## config.mk

```make
export PLATFORM = sky130hd
export DESIGN_NAME = averaged_step_duty_regulator_unit
export DESIGN_NICKNAME = d
export VERILOG_FILES = /design/src/hw/rtl/asdr_pkg.sv /design/src/hw/rtl/averaged_step_duty_regulator_unit.sv /design/src/hw/rtl/asdr_regulator.sv
export SDC_FILE = /design/constraint.sdc
export NUM_CORES = 1
export LEC_CHECK = 0
export ABC_AREA = 1
export BUFFER_PORTS_ARGS = -buffer_cell sky130_fd_sc_hd__buf_4
export CAP_MARGIN = 0
export CORE_UTILIZATION = 43
export CTS_CLUSTER_SIZE = 24
export DETAILED_ROUTE_END_ITERATION = 6
export SLEW_MARGIN = 25
export SYNTH_ARGS = -nofsm -noshare
export SYNTH_HDL_FRONTEND = slang
export SYNTH_SLANG_ARGS = --single-unit
```

## constraint.sdc

```tcl
create_clock -name i_clk -period 4.2 [get_ports i_clk]
set_input_delay 0.42 -clock i_clk [delete_from_list [all_inputs] [get_ports i_clk]]
set_output_delay 0.42 -clock i_clk [all_outputs]
set_load 0.03 [all_outputs]
```

## src/hw/rtl/asdr_pkg.sv

```systemverilog
`timescale 1ns / 1ps
// ----------------------------------------------------------------------------
// asdr_pkg: shared types and constants of the averaged step duty regulator
// Window length, field widths, register indexes and reset values.
// ----------------------------------------------------------------------------
package asdr_pkg;

    // samples held in the averaging window (2 to 64)
    localparam int WINDOW = 16;
    localparam int PTR_W  = (WINDOW > 1) ? $clog2(WINDOW) : 1;

    // field widths
    localparam int SAMPLE_W = 10;
    localparam int DUTY_W   = 8;
    localparam int SUM_W    = 16;
    localparam int STEP_W   = 8;

    // configuration port
    localparam int CFG_ADDR_W = 2;
    localparam int CFG_DATA_W = 16;

    localparam logic [CFG_ADDR_W-1:0] CFG_TARGET_SUM = 2'd0;
    localparam logic [CFG_ADDR_W-1:0] CFG_DUTY_LIMIT = 2'd1;
    localparam logic [CFG_ADDR_W-1:0] CFG_STEP_SIZE  = 2'd2;

    // register reset values; the target is the mid-scale sample times window
    localparam logic [SUM_W-1:0]  TARGET_RST = SUM_W'(512 * WINDOW);
    localparam logic [DUTY_W-1:0] LIMIT_RST  = 8'd255;
    localparam logic [STEP_W-1:0] STEP_RST   = 8'd1;

    // stream words
    localparam int S_TDATA_W = 16;
    localparam int M_TDATA_W = 24;

    // regulator settings handed to the datapath
    typedef struct packed {
        logic [SUM_W-1:0]  target_sum;
        logic [DUTY_W-1:0] duty_limit;
        logic [STEP_W-1:0] step_size;
    } t_asdr_cfg;

endpackage

```

## src/hw/rtl/averaged_step_duty_regulator_unit.sv

```systemverilog
`timescale 1ns / 1ps
// ----------------------------------------------------------------------------
// averaged_step_duty_regulator_unit: moving-sum step duty regulator
// Streams converter samples in and returns the new duty and window sum.
// ----------------------------------------------------------------------------
// Path: an accepted sample waits in the input register, then the regulator
// update loads the result register; a stalled result stream holds it there.
// Throughput: one sample per cycle unless results stall; the combinational
// sum and duty update closes the loop on itself between consecutive samples.
// Reset: synchronous, active low; clears the sample ring, sum, pointer and
// duty, and loads target 512*WINDOW, limit 255 and step 1.
module averaged_step_duty_regulator_unit
    import asdr_pkg::*;
(
    input  logic                  i_clk,
    input  logic                  i_rst_n,
    // configuration write port
    input  logic                  i_cfg_we,
    input  logic [CFG_ADDR_W-1:0] i_cfg_addr,
    input  logic [CFG_DATA_W-1:0] i_cfg_wdata,
    // sample stream
    input  logic                  s_axis_tvalid,
    output logic                  s_axis_tready,
    input  logic [S_TDATA_W-1:0]  s_axis_tdata,   // [9:0] sample, rest zero
    // result stream
    output logic                  m_axis_tvalid,
    input  logic                  m_axis_tready,
    output logic [M_TDATA_W-1:0]  m_axis_tdata    // [7:0] duty, [23:8] window_sum
);

    t_asdr_cfg           r_cfg;
    logic                r_in_valid;
    logic [SAMPLE_W-1:0] r_in_sample;
    logic                r_out_valid;
    logic [DUTY_W-1:0]   r_out_duty;
    logic [SUM_W-1:0]    r_out_sum;

    logic                w_out_load;
    logic                w_in_load;
    logic [DUTY_W-1:0]   w_duty;
    logic [SUM_W-1:0]    w_sum;

    // configuration registers
    always_ff @(posedge i_clk) begin
        if (!i_rst_n) begin
            r_cfg.target_sum <= TARGET_RST;
            r_cfg.duty_limit <= LIMIT_RST;
            r_cfg.step_size  <= STEP_RST;
        end else if (i_cfg_we) begin
            case (i_cfg_addr)
                CFG_TARGET_SUM: r_cfg.target_sum <= i_cfg_wdata;
                CFG_DUTY_LIMIT: r_cfg.duty_limit <= i_cfg_wdata[DUTY_W-1:0];
                CFG_STEP_SIZE:  r_cfg.step_size  <= i_cfg_wdata[STEP_W-1:0];
                default: ;
            endcase
        end
    end

    // pipeline flow control
    assign w_out_load    = r_in_valid && (!r_out_valid || m_axis_tready);
    assign s_axis_tready = !r_in_valid || w_out_load;
    assign w_in_load     = s_axis_tvalid && s_axis_tready;

    // input register
    always_ff @(posedge i_clk) begin
        if (!i_rst_n) begin
            r_in_valid <= 1'b0;
        end else if (s_axis_tready) begin
            r_in_valid <= s_axis_tvalid;
        end
    end

    always_ff @(posedge i_clk) begin
        if (w_in_load) begin
            r_in_sample <= s_axis_tdata[SAMPLE_W-1:0];
        end
    end

    // regulator datapath
    asdr_regulator u_regulator (
        .i_clk    (i_clk),
        .i_rst_n  (i_rst_n),
        .i_en     (w_out_load),
        .i_sample (r_in_sample),
        .i_cfg    (r_cfg),
        .o_duty   (w_duty),
        .o_sum    (w_sum)
    );

    // result register
    always_ff @(posedge i_clk) begin
        if (!i_rst_n) begin
            r_out_valid <= 1'b0;
        end else if (w_out_load) begin
            r_out_valid <= 1'b1;
        end else if (m_axis_tready) begin
            r_out_valid <= 1'b0;
        end
    end

    always_ff @(posedge i_clk) begin
        if (w_out_load) begin
            r_out_duty <= w_duty;
            r_out_sum  <= w_sum;
        end
    end

    assign m_axis_tvalid = r_out_valid;
    assign m_axis_tdata  = {r_out_sum, r_out_duty};

endmodule

```

## src/hw/rtl/asdr_regulator.sv

```systemverilog
`timescale 1ns / 1ps
// ----------------------------------------------------------------------------
// asdr_regulator: sample window, running sum and duty stepping
// Holds the sample ring, running sum and duty; one update per enabled cycle.
// ----------------------------------------------------------------------------
module asdr_regulator
    import asdr_pkg::*;
(
    input  logic                i_clk,
    input  logic                i_rst_n,
    input  logic                i_en,
    input  logic [SAMPLE_W-1:0] i_sample,
    input  t_asdr_cfg           i_cfg,
    output logic [DUTY_W-1:0]   o_duty,
    output logic [SUM_W-1:0]    o_sum
);

    logic [SAMPLE_W-1:0] r_ring [WINDOW];
    logic [PTR_W-1:0]    r_ptr;
    logic [SUM_W-1:0]    r_sum;
    logic [DUTY_W-1:0]   r_duty;

    logic [PTR_W-1:0]    n_ptr;
    logic [SUM_W-1:0]    n_sum;
    logic [DUTY_W-1:0]   n_duty;
    logic [DUTY_W:0]     w_up;

    // running sum: add the new sample, drop the one it replaces
    assign n_sum = r_sum + SUM_W'(i_sample) - SUM_W'(r_ring[r_ptr]);

    // pointer wraps at the window end
    assign n_ptr = (r_ptr == PTR_W'(WINDOW - 1)) ? '0 : r_ptr + 1'b1;

    // step the duty toward the target, holding where a step would overrun
    assign w_up = {1'b0, r_duty} + {1'b0, i_cfg.step_size};
    always_comb begin
        n_duty = r_duty;
        if (n_sum < i_cfg.target_sum) begin
            if (w_up <= {1'b0, i_cfg.duty_limit}) begin
                n_duty = w_up[DUTY_W-1:0];
            end
        end else if (n_sum > i_cfg.target_sum) begin
            if (r_duty >= i_cfg.step_size) begin
                n_duty = r_duty - i_cfg.step_size;
            end
        end
    end

    // state update
    always_ff @(posedge i_clk) begin
        if (!i_rst_n) begin
            r_ptr  <= '0;
            r_sum  <= '0;
            r_duty <= '0;
            for (int i = 0; i < WINDOW; i++) begin
                r_ring[i] <= '0;
            end
        end else if (i_en) begin
            r_ptr         <= n_ptr;
            r_sum         <= n_sum;
            r_duty        <= n_duty;
            r_ring[r_ptr] <= i_sample;
        end
    end

    assign o_duty = n_duty;
    assign o_sum  = n_sum;

    // pointer never leaves the window
    a_ptr_range: assert property (@(posedge i_clk) disable iff (!i_rst_n)
        32'(r_ptr) < WINDOW)
        else $error("ring pointer out of window");

    // duty only moves on an update
    a_duty_hold: assert property (@(posedge i_clk) disable iff (!i_rst_n)
        !i_en |=> $stable(r_duty))
        else $error("duty moved without an update");

    // duty moves by exactly one step or not at all
    a_duty_step: assert property (@(posedge i_clk) disable iff (!i_rst_n)
        i_en |=> (r_duty == $past(r_duty))
              || (r_duty == $past(r_duty) + $past(i_cfg.step_size))
              || (r_duty == $past(r_duty) - $past(i_cfg.step_size)))
        else $error("duty changed by other than one step");

endmodule
```

* Word level (Yosys, flattened, before mapping)
Memories as Yosys holds them, arrays and structs flattened. A register that Yosys moved wholly into a read port is not among the register bits.
Cells that the tools add are included.
** Word-level totals
- Register bits after elaboration :: 96
- Bits in latches :: 0
- Bits in writable memories :: 160
- ROM bits :: 0
- Input port bits :: 39
- Output and inout port bits :: 26
- Logic and storage cells :: 52
- Memories :: 1
** Operators by class
- Add/subtract/negate cells :: 5
- $mul :: 0
- Divide/modulo/power cells :: 0
- Order comparisons :: 4
- Equal/unequal tests :: 3
- Shift operators :: 0
- Multiplexer cells :: 16
- Bitwise operators :: 0
- Reductions and logical operators :: 12
** Memory list
- u_regulator.r_ring :: words 16, bits a word 10, read ports 1, clocked after memory_dff 1, wr ports 16, line asdr_regulator.sv:18 : logic [SAMPLE_W-1:0] r_ring [WINDOW];
** Operator list (number)
- two-way mux 8 bit :: 4
- adder 16 x 10 -> 16 bit :: 1
- greater-than comparator 16 bit :: 1
- less-than comparator 16 bit :: 1
- two-way mux 4 bit :: 4
- subtractor 16 x 10 -> 16 bit :: 1
- two-way mux 10 bit :: 1
- OR reduction 10 bit :: 1
- adder 8 x 8 -> 9 bit :: 1
- <= comparator 9 x 8 -> 1 bit :: 1
- >= comparator 8 bit :: 1
- subtractor 8 bit :: 1
- two-way mux 1 bit :: 7
- AND reduction 2 bit :: 3
- adder 4 x 1 -> 4 bit (second input constant) :: 1
- equality test 4 bit (second input constant) :: 1
- equality test 2 x 1 -> 1 bit (second input constant) :: 1
- equality test 2 bit (second input constant) :: 1
- logical AND 1 bit :: 2
- zero test 1 bit :: 2
- zero test 2 bit :: 1
- logical OR 1 bit :: 2
- nonzero test 2 bit :: 1

* Logic depth before layout (Yosys ltp)
- Word-level depth :: 8
- Mapped depth :: 34
- Gate-level depth less buffers :: 33

* Cells and area by module
Synthesis repeated with hierarchy kept, for this count alone.
** Unflattened totals
- Cell total of the unflattened synthesis :: 1508
- Area, all modules :: 13800.7 um^2
** By module, submodules not included
- asdr_regulator :: instances 1, cells each 1269, area each 11344.6 um^2, sequential area each 5445.2 um^2
- averaged_step_duty_regulator_unit :: instances 1, cells each 239, area each 2456.1 um^2, sequential area each 1701.6 um^2

* Least setup slack after synthesis
OpenSTA, ideal clock, no wires.
- Kind :: register -> register
- From :: register (tool-made name)
- To :: register r_out_duty[2] (data pin)
- Library setup time :: 0.254 ns
- Arrival time :: 4.210 ns
- Required time :: 3.946 ns
- Path slack :: -0.264 ns
- Cell stages (with the launch flop) :: 30
- Buffers on the path :: 3
- Path through :: dfxtp_1 buf_2 clkbuf_1 mux2i_1 o211ai_1 nand3_1 nand2_1 fa_1 inv_1 fa_1 nand3_1 nand2_1 a31oi_1 o21ai_0 nand2_1 nand2_1 nand2_1 nand2_1 ha_1 nand2_1 inv_1 o21ai_1 nand2_1 a21oi_1 nand2_2 inv_2 buf_6 o21ai_1 nand2_1 nand2_1
** RTL lines
- end signal: assignment :: line averaged_step_duty_regulator_unit.sv:103 : r_out_duty <= w_duty;
- end: declaration :: line averaged_step_duty_regulator_unit.sv:35 : logic [DUTY_W-1:0] r_out_duty;

==> reports/summary.txt <==
Via count = 10200
Rel. slew slack = 42.2%
Row count = 64
Worst hold endpoint = r_in_sample[7]
Setup crit start kind = register
Worst slew pin tran = 0.867 ns
Arrival @ worst endpoint = 5.16 ns
Pre-CTS WS = -0.795 ns
Leakage power = 7.21 nW
Chip width = 179 um
WP data required = 4.65 ns
# diodes = 0
GRT Util Overall = 22.2%
Fin. Hold Viols = 0
Post-synth top area cell = edfxtp_1
Share of cells above drive strength 1 = 21.6%
Hold crit path type = input pin to register
Hold Path Cell Cnt = 1
Via/cell ratio = 5.15
CTS tree = built
Gr ovfl total = 0
First-pass GRT wire length = 54.4 mm
Mapped Nets = 1544
Status = complete, but fails checks
Final wirelength = 34.9 mm
RSZ-0062 raised after global routing = yes
Final Cell Area = 16700 sq um
Synthesized flop and latch total = 260
DRC violations left = 0
Max Slew Vio Count = 0
Most common cell on crit path = nand2_2
Final worst path period need = 4.71 ns
Die area = 31900 sq um
Achievable Freq = 0.212 GHz
CP endpoint kind = register
Root buf cell = clkbuf_16
Initial antenna violation count = 0
Post-synth top cells = inv_1 (200), nor2_1 (200), edfxtp_1 (194), nand2_1 (188), a21oi_1 (111)
Max VDD drop = 0.417 mV
DIE HEIGHT = 179 um
Clock Sinks = 260
FF-to-FF End = u_regulator.r_duty[6]
Reg2reg path depth = 28
Antenna Nets Post-Route = 0
Core outline area = 30700 sq um
Gpl congestion = 0.878
Clock Path Buffers = 3
Number of flops mapped to enable cells by yosys = 194
Violated checks = setup timing
Clock skew = 0.0271 ns
Final core occ = 54.5%
Final HPWL DP = 24.0 mm
Ys Warns = 0
Synthesis-to-finish area growth = 24.8%
Synth async-reset ratio = 0%
DR pass1 iterations = 5
Syn avg cell area = 9.35 sq um
Nets = 1676
CTS Hold Bufs = 0
HP Start = s_axis_tdata[7]
Period utilisation layout = 112%
PD cells = 540 nW/um^2
Main synth FF type = edfxtp_1
Port Buf Inserts = 58
Critical Path Fanout Max = 7
Synth cell types = 40
Highest cell delay on the worst timing path = 0.51 ns
Post-synthesis cell area = 13400 sq um
Final setup margin = -0.510 ns
H-tree depth = 1
Number of setup violations in the final report = 16
Vias in the first global route = 9979
Setup Crit Path Kind = register to register
Initial Utilization = 43.7%
Clk_lat worst skew = 0.57 ns
PnR Total Power = 9.03 mW
Pin count of the biggest net entering global routing = 55
Worst hold margin = 0.0466 ns
Cells after Synth = 1433
Placed Area = 14800 sq um
Inserted Clock Buffers = 28
Clk pin slew, worst setup/hold paths = 0.06 ns
Slowest CP cell = fa_1
Register area share after synthesis = 53.3%
DR WL/cell = 17.6 um
# IOs = 65
Maxcap violations = 0
Top cells by area, synth = edfxtp_1 (43%), dfxtp_1 (9.9%), ha_1 (5.6%), inv_1 (5.6%), nor2_1 (5.6%)
Setup slack, reg-to-reg = -0.51 ns
Drt initial violations = 715
Post-synth top area share = 43.5%
==> layout by cell type (no fill, tap or decap), drive strengths merged <==
cell type	count
o21a	1
buf	175
dfxtp	66
inv	201
fa	12
bufinv	8
or2	1
a21oi	114
nor3b	1
clkbuf	37
xor2	17
nand2	192
nor3	3
ha	60
mux2i	40
and2	1
nand4	12
o211ai	50
a221oi	1
a211oi	1
xnor2	3
nand3	57
a21o	2
edfxtp	194
o21ai	108
nor2	200
clkinv	20
o21bai	4
a31oi	2
nand3b	3
==> critical path: cells and delay by family, from the launching register on <==
| kind | cells | cell delay, ns |
|---|---|---|
| simple gates | 11 | 1.29 |
| fa+ha+maj | 3 | 1.00 |
| buf+inv | 7 | 0.73 |
| compound gates | 5 | 0.63 |
| flops | 1 | 0.42 |
| xor+xnor | 1 | 0.28 |
| mux | 1 | 0.23 |
==> logic make-up after synthesis <==
| group | share of synthesized area (%) |
|---|---|
| AOI/OAI and AO/OA | 11.9 |
| xor gates and xnor gates | 1.31 |
| adders and majority gates | 7.39 |
| buffers and inverters | 8.23 |
| DFF | 53.3 |
| muxes | 2.99 |
| and+or+nand+nor | 14.9 |
==> sequential cells by signal (all words and copies together) (netlist names), named ones only <==
| register | flops |
|---|---|
| r_out_duty | 8 |
| u_regulator.r_ring | 160 |
| u_regulator.r_sum | 16 |
| r_out_sum | 16 |
| r_in_sample | 10 |
| r_in_valid | 1 |
| m_axis_tvalid | 1 |
| r_cfg | 32 |
| u_regulator.r_ptr | 4 |
| u_regulator.r_duty | 8 |
==> final cells by class <==
cell class / instances / area, sq um
Sequential cell: 260 / 7150
Clock inverter: 16 / 309
Tap cell: 396 / 495
Multi-Input combinational cell: 885 / 5670
Timing Repair Buffer: 177 / 1540
Inverter: 213 / 817
Clock buffer: 35 / 747
Fill cell: 2733 / 13900
==> metal layers <==
layer  global-route usage [%]  routed length (um)
met1                     30.9               15900
met2                     36.2               16300
met3                     3.35                1950
met4                     5.44                 736
met5                        0                   0
==> metrics by stage <==
stage	setup TNS, ns	std cells
finish	-7.32	1982
CTS	-6.43	1978
detailed placement	-11.73	1906
global placement	-11.10	1906
global route	-10.48	1982
floorplan	0	1433
==> how the worst max path moves through the flow <==
stage / endpoint / slack (ns) / cells past startpoint
5_1_grt: u_regulator.r_duty[6] / -0.70 / 30
6_report: u_regulator.r_duty[6] / -0.51 / 28
3_5_place_dp: u_regulator.r_duty[3] / -0.80 / 30
3_3_place_gp: r_out_duty[6] / -0.74 / 25
4_1_cts: u_regulator.r_duty[6] / -0.45 / 31
2_1_floorplan: r_out_duty[2] / 0.004 / 28
==> what timing repair did <==
action,in CTS,in global routing
resized for setup,93,55
buffers inserted,19,3
setup endpoints to repair,16,16
pin swaps,55,57
cloned,2,2
==> power by group <==
part / switching (mW) / leakage, nW / internal [mW]
Sequential: 0.0715 / 2.52 / 2.99
Clock: 1.06 / 0.517 / 1.76
Combinational: 1.77 / 4.17 / 1.39
Power figures use the tool's default switching activity.
